**src/hdl/ucl_pkg.sv**
```systemverilog
// Package for the command line parser: character codes, event codes, structs.
// No dependencies.
package ucl_pkg;

    localparam int LINE_CAPACITY_DEF = 32;

    localparam logic [7:0] CHAR_0  = 8'h30;
    localparam logic [7:0] CHAR_1  = 8'h31;
    localparam logic [7:0] CHAR_9  = 8'h39;
    localparam logic [7:0] CHAR_S  = 8'h53;
    localparam logic [7:0] CHAR_R  = 8'h52;
    localparam logic [7:0] CHAR_LF = 8'h0A;
    localparam logic [7:0] CHAR_CR = 8'h0D;

    localparam int SETTING_MIN_LEN = 4;
    localparam int TDATA_W         = 32;

    typedef enum logic [1:0] {
        EV_COMMAND = 2'd0,
        EV_SETTING = 2'd1,
        EV_REPORT  = 2'd2
    } ucl_event_t;

    // Line context kept between items (length is held separately, its width
    // follows the line capacity).
    typedef struct packed {
        logic [7:0]  first_char;
        logic [7:0]  second_char;
        logic [15:0] value_acc;
        logic        digits_open;
    } ucl_ctx_t;

    // Result item; event_res sits in the lowest bits.
    typedef struct packed {
        logic        setting_applies;
        logic [15:0] setting_value;
        logic [7:0]  setting_id;
        logic [3:0]  command;
        ucl_event_t  event_res;
    } ucl_result_t;

endpackage

```
**src/hdl/ucl_step.sv**
```systemverilog
// One parser step: next line context and optional result for one byte.
// Depends on ucl_pkg.
module ucl_step
    import ucl_pkg::*;
#(
    parameter int LINE_CAPACITY = LINE_CAPACITY_DEF,
    parameter int LEN_W         = $clog2(LINE_CAPACITY)
)
(
    input  logic [7:0]       rx_byte,
    input  logic [LEN_W-1:0] line_len,
    input  ucl_ctx_t         ctx,
    output logic [LEN_W-1:0] line_len_next,
    output ucl_ctx_t         ctx_next,
    output logic             res_vld,
    output ucl_result_t      res
);

    localparam logic [LEN_W-1:0] LEN_LIMIT = LEN_W'(LINE_CAPACITY - 1);
    localparam logic [LEN_W-1:0] LEN_MIN_S = LEN_W'(SETTING_MIN_LEN);

    logic        is_digit;
    logic        is_eol;
    logic [7:0]  sid;
    logic [15:0] acc_x10;

    assign is_digit = (rx_byte inside {[CHAR_0:CHAR_9]});
    assign is_eol   = (rx_byte == CHAR_LF) || (rx_byte == CHAR_CR);
    assign sid      = ctx.second_char - CHAR_0;
    // acc * 10 + digit, wrapping at 16 bits
    assign acc_x10  = {ctx.value_acc[12:0], 3'b000} + {ctx.value_acc[14:0], 1'b0}
                    + {12'd0, rx_byte[3:0]};

    always_comb
    begin
        line_len_next = line_len;
        ctx_next      = ctx;
        res_vld       = 1'b0;
        res           = '0;

        if ((line_len == '0) && (rx_byte inside {[CHAR_1:CHAR_9]}))
        begin
            // single-digit command, not stored
            res_vld       = 1'b1;
            res.event_res = EV_COMMAND;
            res.command   = rx_byte[3:0];
        end
        else if (is_eol)
        begin
            if ((line_len >= LEN_MIN_S) && (ctx.first_char == CHAR_S))
            begin
                if (ctx.value_acc != '0)
                begin
                    res_vld             = 1'b1;
                    res.event_res       = EV_SETTING;
                    res.setting_id      = sid;
                    res.setting_value   = ctx.value_acc;
                    res.setting_applies = (sid inside {[8'd1:8'd3]});
                end
            end
            else if ((line_len == LEN_W'(1)) && (ctx.first_char == CHAR_R))
            begin
                res_vld       = 1'b1;
                res.event_res = EV_REPORT;
            end
            line_len_next = '0;
            ctx_next      = '0;
        end
        else if (line_len < LEN_LIMIT)
        begin
            case (line_len)
                LEN_W'(0): ctx_next.first_char  = rx_byte;
                LEN_W'(1): ctx_next.second_char = rx_byte;
                LEN_W'(2):
                begin
                    ctx_next.value_acc   = '0;
                    ctx_next.digits_open = 1'b1;
                end
                default:
                begin
                    if (ctx.digits_open)
                    begin
                        if (is_digit)
                            ctx_next.value_acc = acc_x10;
                        else
                            ctx_next.digits_open = 1'b0;
                    end
                end
            endcase
            line_len_next = line_len + LEN_W'(1);
        end
    end

endmodule

```
**src/hdl/uart_command_line_parser.sv**
```systemverilog
// Top level of the serial command line parser: input register, step logic,
// output register. Depends on ucl_pkg and ucl_step.
//
// Throughput: one item per cycle unless a held result meets m_tready low;
// the only loop is the line context update in ucl_step.
// Reset (rst_n, async, active low) clears the line context and both valid
// flags; no clearing pass is needed.
module uart_command_line_parser
    import ucl_pkg::*;
#(
    parameter int LINE_CAPACITY = LINE_CAPACITY_DEF
)
(
    input  logic               clk,
    input  logic               rst_n,
    // input stream
    input  logic               s_tvalid,
    output logic               s_tready,
    input  logic [7:0]         s_tdata,   // [7:0] rx_byte
    // result stream
    output logic               m_tvalid,
    input  logic               m_tready,
    // [1:0] event_res, [5:2] command, [13:6] setting_id,
    // [29:14] setting_value, [30] setting_applies, [31] zero
    output logic [TDATA_W-1:0] m_tdata
);

    localparam int LEN_W = $clog2(LINE_CAPACITY);

    // input register
    logic             in_vld_reg;
    logic             in_vld_next;
    logic [7:0]       in_byte_reg;

    // line context
    logic [LEN_W-1:0] len_reg;
    logic [LEN_W-1:0] len_next;
    ucl_ctx_t         ctx_reg;
    ucl_ctx_t         ctx_next;

    // output register
    logic             out_vld_reg;
    logic             out_vld_next;
    ucl_result_t      out_res_reg;

    logic             res_vld;
    ucl_result_t      res;
    logic             proc;
    logic             in_take;

    // The held byte is processed once the output register is free or is
    // being emptied this cycle.
    assign proc     = in_vld_reg && (!out_vld_reg || m_tready);
    assign s_tready = !in_vld_reg || proc;
    assign in_take  = s_tvalid && s_tready;

    assign in_vld_next = in_take ? 1'b1 : (proc ? 1'b0 : in_vld_reg);

    always_comb
    begin
        if (proc && res_vld)
            out_vld_next = 1'b1;
        else if (m_tready)
            out_vld_next = 1'b0;
        else
            out_vld_next = out_vld_reg;
    end

    ucl_step #(
        .LINE_CAPACITY (LINE_CAPACITY),
        .LEN_W         (LEN_W)
    ) u_step (
        .rx_byte       (in_byte_reg),
        .line_len      (len_reg),
        .ctx           (ctx_reg),
        .line_len_next (len_next),
        .ctx_next      (ctx_next),
        .res_vld       (res_vld),
        .res           (res)
    );

    // control state and line context
    always_ff @(posedge clk or negedge rst_n)
    begin
        if (!rst_n)
        begin
            in_vld_reg  <= 1'b0;
            out_vld_reg <= 1'b0;
            len_reg     <= '0;
            ctx_reg     <= '0;
        end
        else
        begin
            in_vld_reg  <= in_vld_next;
            out_vld_reg <= out_vld_next;
            if (proc)
            begin
                len_reg <= len_next;
                ctx_reg <= ctx_next;
            end
        end
    end

    // payload registers
    always_ff @(posedge clk)
    begin
        if (in_take)
            in_byte_reg <= s_tdata;
        if (proc && res_vld)
            out_res_reg <= res;
    end

    assign m_tvalid = out_vld_reg;
    assign m_tdata  = {1'b0, out_res_reg};

endmodule

```
**config.mk**
```make
export PLATFORM = sky130hd
export DESIGN_NAME = uart_command_line_parser
export DESIGN_NICKNAME = d
export VERILOG_FILES = /design/src/hdl/ucl_pkg.sv /design/src/hdl/ucl_step.sv /design/src/hdl/uart_command_line_parser.sv
export SDC_FILE = /design/constraint.sdc
export NUM_CORES = 1
export LEC_CHECK = 0
export BUFFER_PORTS_ARGS = -buffer_cell sky130_fd_sc_hd__buf_2
export CORE_MARGIN = 2
export CORE_UTILIZATION = 60
export DETAILED_ROUTE_END_ITERATION = 12
export PLACE_DENSITY = 0.81
export SYNTH_ARGS = -nofsm -noshare
export SYNTH_HDL_FRONTEND = slang
export SYNTH_SLANG_ARGS = --single-unit
```
**constraint.sdc**
```tcl
create_clock -name clk -period 9.4 [get_ports clk]
set_input_delay 1.41 -clock clk [delete_from_list [all_inputs] [get_ports clk]]
set_output_delay 1.41 -clock clk [all_outputs]
set_load 0.02 [all_outputs]
```
==> results_dict.tcl <==
set metrics [dict create \
    status "finished clean" \
    synth_nets 388 \
    numCtsBuffers 9 \
    place_inst 461 \
    hold-path-endpoint "ctx_reg[32]" \
    cts_buffer_depth 2 \
    dieArea_um2 7590 \
    wire_per_inst_um 15.8 \
    r2r_slack_ns 6.18 \
    drc_errors 0 \
    cp_common_cell "buf_2" \
    place_congestion 0.906 \
    wirelength_um 7550 \
    min_path_cells 1 \
    synth-seq-cells 79 \
    crit_required_ns 7.99 \
    reg2reg_from "in_byte_reg[3]" \
    drtIter0Drc 151 \
    die_y_um 87.1 \
    ys.flop_type "dfrtp_1" \
    antenna_cells 0 \
    synthCells 342 \
    dp_hpwl_um 5440 \
    cts_resized 0 \
    drive_gt1_share_pct 25.4 \
    post_synth.cell_area_avg_um2 12.1 \
    critPathCaptureType "output pin" \
    finalCritPeriodShare_pct 37.5 \
    fin_util_pct 69.2 \
    slowest_stage "or2_2" \
    synth_warnings 0 \
    min_path_type "reg -> reg" \
    grt_pass1_wl_um 12600 \
    postPlaceCellArea_um2 4450 \
    peakVddDrop_v 0.000108 \
    drv_cap 0 \
    ctsRootBufferMaster "clkbuf_8" \
    critPathLaunchType "primary input" \
    yosys.area.top_type "edfxtp_1" \
    r2r_cells 10 \
    slew_headroom_pct 37.8 \
    min_from "ctx_reg[32]" \
    postRouteAntennaNets 0 \
    cts_tree "done" \
    cp_cell_sequence "buf_2, nand2b_1, or2_2, buf_2" \
    worstPathArrival_ns 2.11 \
    p_leak_nw 2.19 \
    fin_tns_setup_ns 0 \
    max_freq_ghz 0.284 \
    post_cts_buffers 0 \
    largest_reg_flops 33 \
    synth_common_cells "dfrtp_1 (40), edfxtp_1 (39), ha_1 (32)" \
    hold_buffers 0 \
    pin_count 46 \
    whs_ns 0.508 \
    setup_viol 0 \
    h-tree-depth 3 \
    fill_cells 497 \
    worst_slew_pin_slew_ns 0.933 \
    fin_cells 477 \
    ys_top_cells_by_area "edfxtp_1 (28%), dfrtp_1 (24%), ha_1 (9.7%)" \
    crit_path_max_incr_delay_ns 0.30 \
    min_period_ns 3.52 \
    grt_pass1_vias 2635 \
    viasPerCell 5.83 \
    port_buffers 44 \
    synth-edff-count 39 \
    yosysMostFrequentCell "dfrtp_1" \
    rows 30 \
    r2r_end "ctx_reg[15]" \
    antenna_found_initial 0 \
    clock_latency_ns 0.36 \
    syn2layout_area_growth_pct 12.8 \
    synthArstFlopShare_pct 50.6 \
    finalNetCount 438 \
    path_max_fanout 3 \
    ys_seq_area_share_pct 52.4 \
    overflow 0 \
    grt_use_total_pct 21.9 \
    path_class "in -> out" \
    die_w_um 87.1 \
    fp.coreArea_um2 6760 \
    power_density_nw_per_um2 194 \
    yosysTopAreaCellShare_pct 28.3 \
    vias 2782 \
    grt_max_degree 41 \
    fin_skew_ns 0.0128 \
    initial_utilization_pct 61.3 \
    clock_sinks 79 \
    final_area_um2 4670 \
    rsz0062_at_grt "false" \
    maxSlewViolCount 0 \
    netlist_area_um2 4140 \
    hold_viol_final 0 \
    drt_first_pass_iters 4 \
    ys_types 61 \
    clkTransAtPathRegs_ns 0.09 \
]
## area by class of cell
cell class / instances / area [um2] / area share (%)
clock inverters: 7 / 103 / 2.19
well taps: 80 / 100 / 2.14
clock buffers: 9 / 124 / 2.65
multi-input cells: 245 / 1900 / 40.6
repair buffers: 46 / 235 / 5.03
flip-flops and latches: 79 / 2170 / 46.5
inverters: 11 / 41.3 / 0.883
## worst max-delay path by stage
| stage | from | to | slack (ns) | depth (start not counted) |
|---|---|---|---|---|
| after global routing | m_tready | s_tready | 5.84 | 4 |
| after global placement | m_tready | s_tready | 5.89 | 4 |
| after floorplan | m_tready | m_tdata[0] | 6.02 | 3 |
| after CTS | m_tready | s_tready | 5.88 | 4 |
| final | m_tready | s_tready | 5.88 | 4 |
| after detailed placement | m_tready | s_tready | 5.88 | 4 |
## metal layers
metal	global-route usage (%)	up-vias	wire (um)
met5	0	-	0
met4	8.67	0	135
met3	4.93	10	296
met2	34.6	66	3570
met1	29.8	1350	3550
li1	-	1356	-
## placed cells by master (no fill, tap or decap), drive strengths merged, types with 7 or more instances in the layout
cell type  instances
and2              27
nand2             27
edfxtp            39
clkbuf             9
dfrtp             40
buf               46
inv               15
o21ai             20
a21oi             15
ha                32
nor4               7
nor2              12
mux2              16
xor2              10
## worst max-delay path: cells and delay by family
| family | cells | cell delay, ns |
|---|---|---|
| buffers and inverters | 2 | 0.25 |
| and+or+nand+nor | 2 | 0.45 |
## power breakdown
group	switching [mW]	internal, mW	total [mW]
Combinational	0.0801	0.0797	0.160
Sequential	0.0449	0.412	0.457
Clock	0.135	0.154	0.289
Total	0.260	0.646	0.906
## cells by family (layout without fill, tap and decap cells)
logic type	count (synthesis)	count (layout)	synth area share [%]
and+or+nand+nor	115	115	15.8
DFF	79	79	52.4
AOI/OAI and AO/OA	63	63	11.4
adders and majority gates	34	34	10.6
buffers and inverters	18	73	1.93
xor gates and xnor gates	16	16	3.38
muxes	16	16	4.35
other	1	1	0.0905
## metrics by stage
stage               setup slack, ns  total power, mW
CTS                            5.88            0.913
floorplan                      6.02            0.579
finish                         5.88            0.906
global route                   5.84            0.955
detailed placement             5.88            0.625
global placement               5.89            0.614
Power figures use the tool's default switching activity.
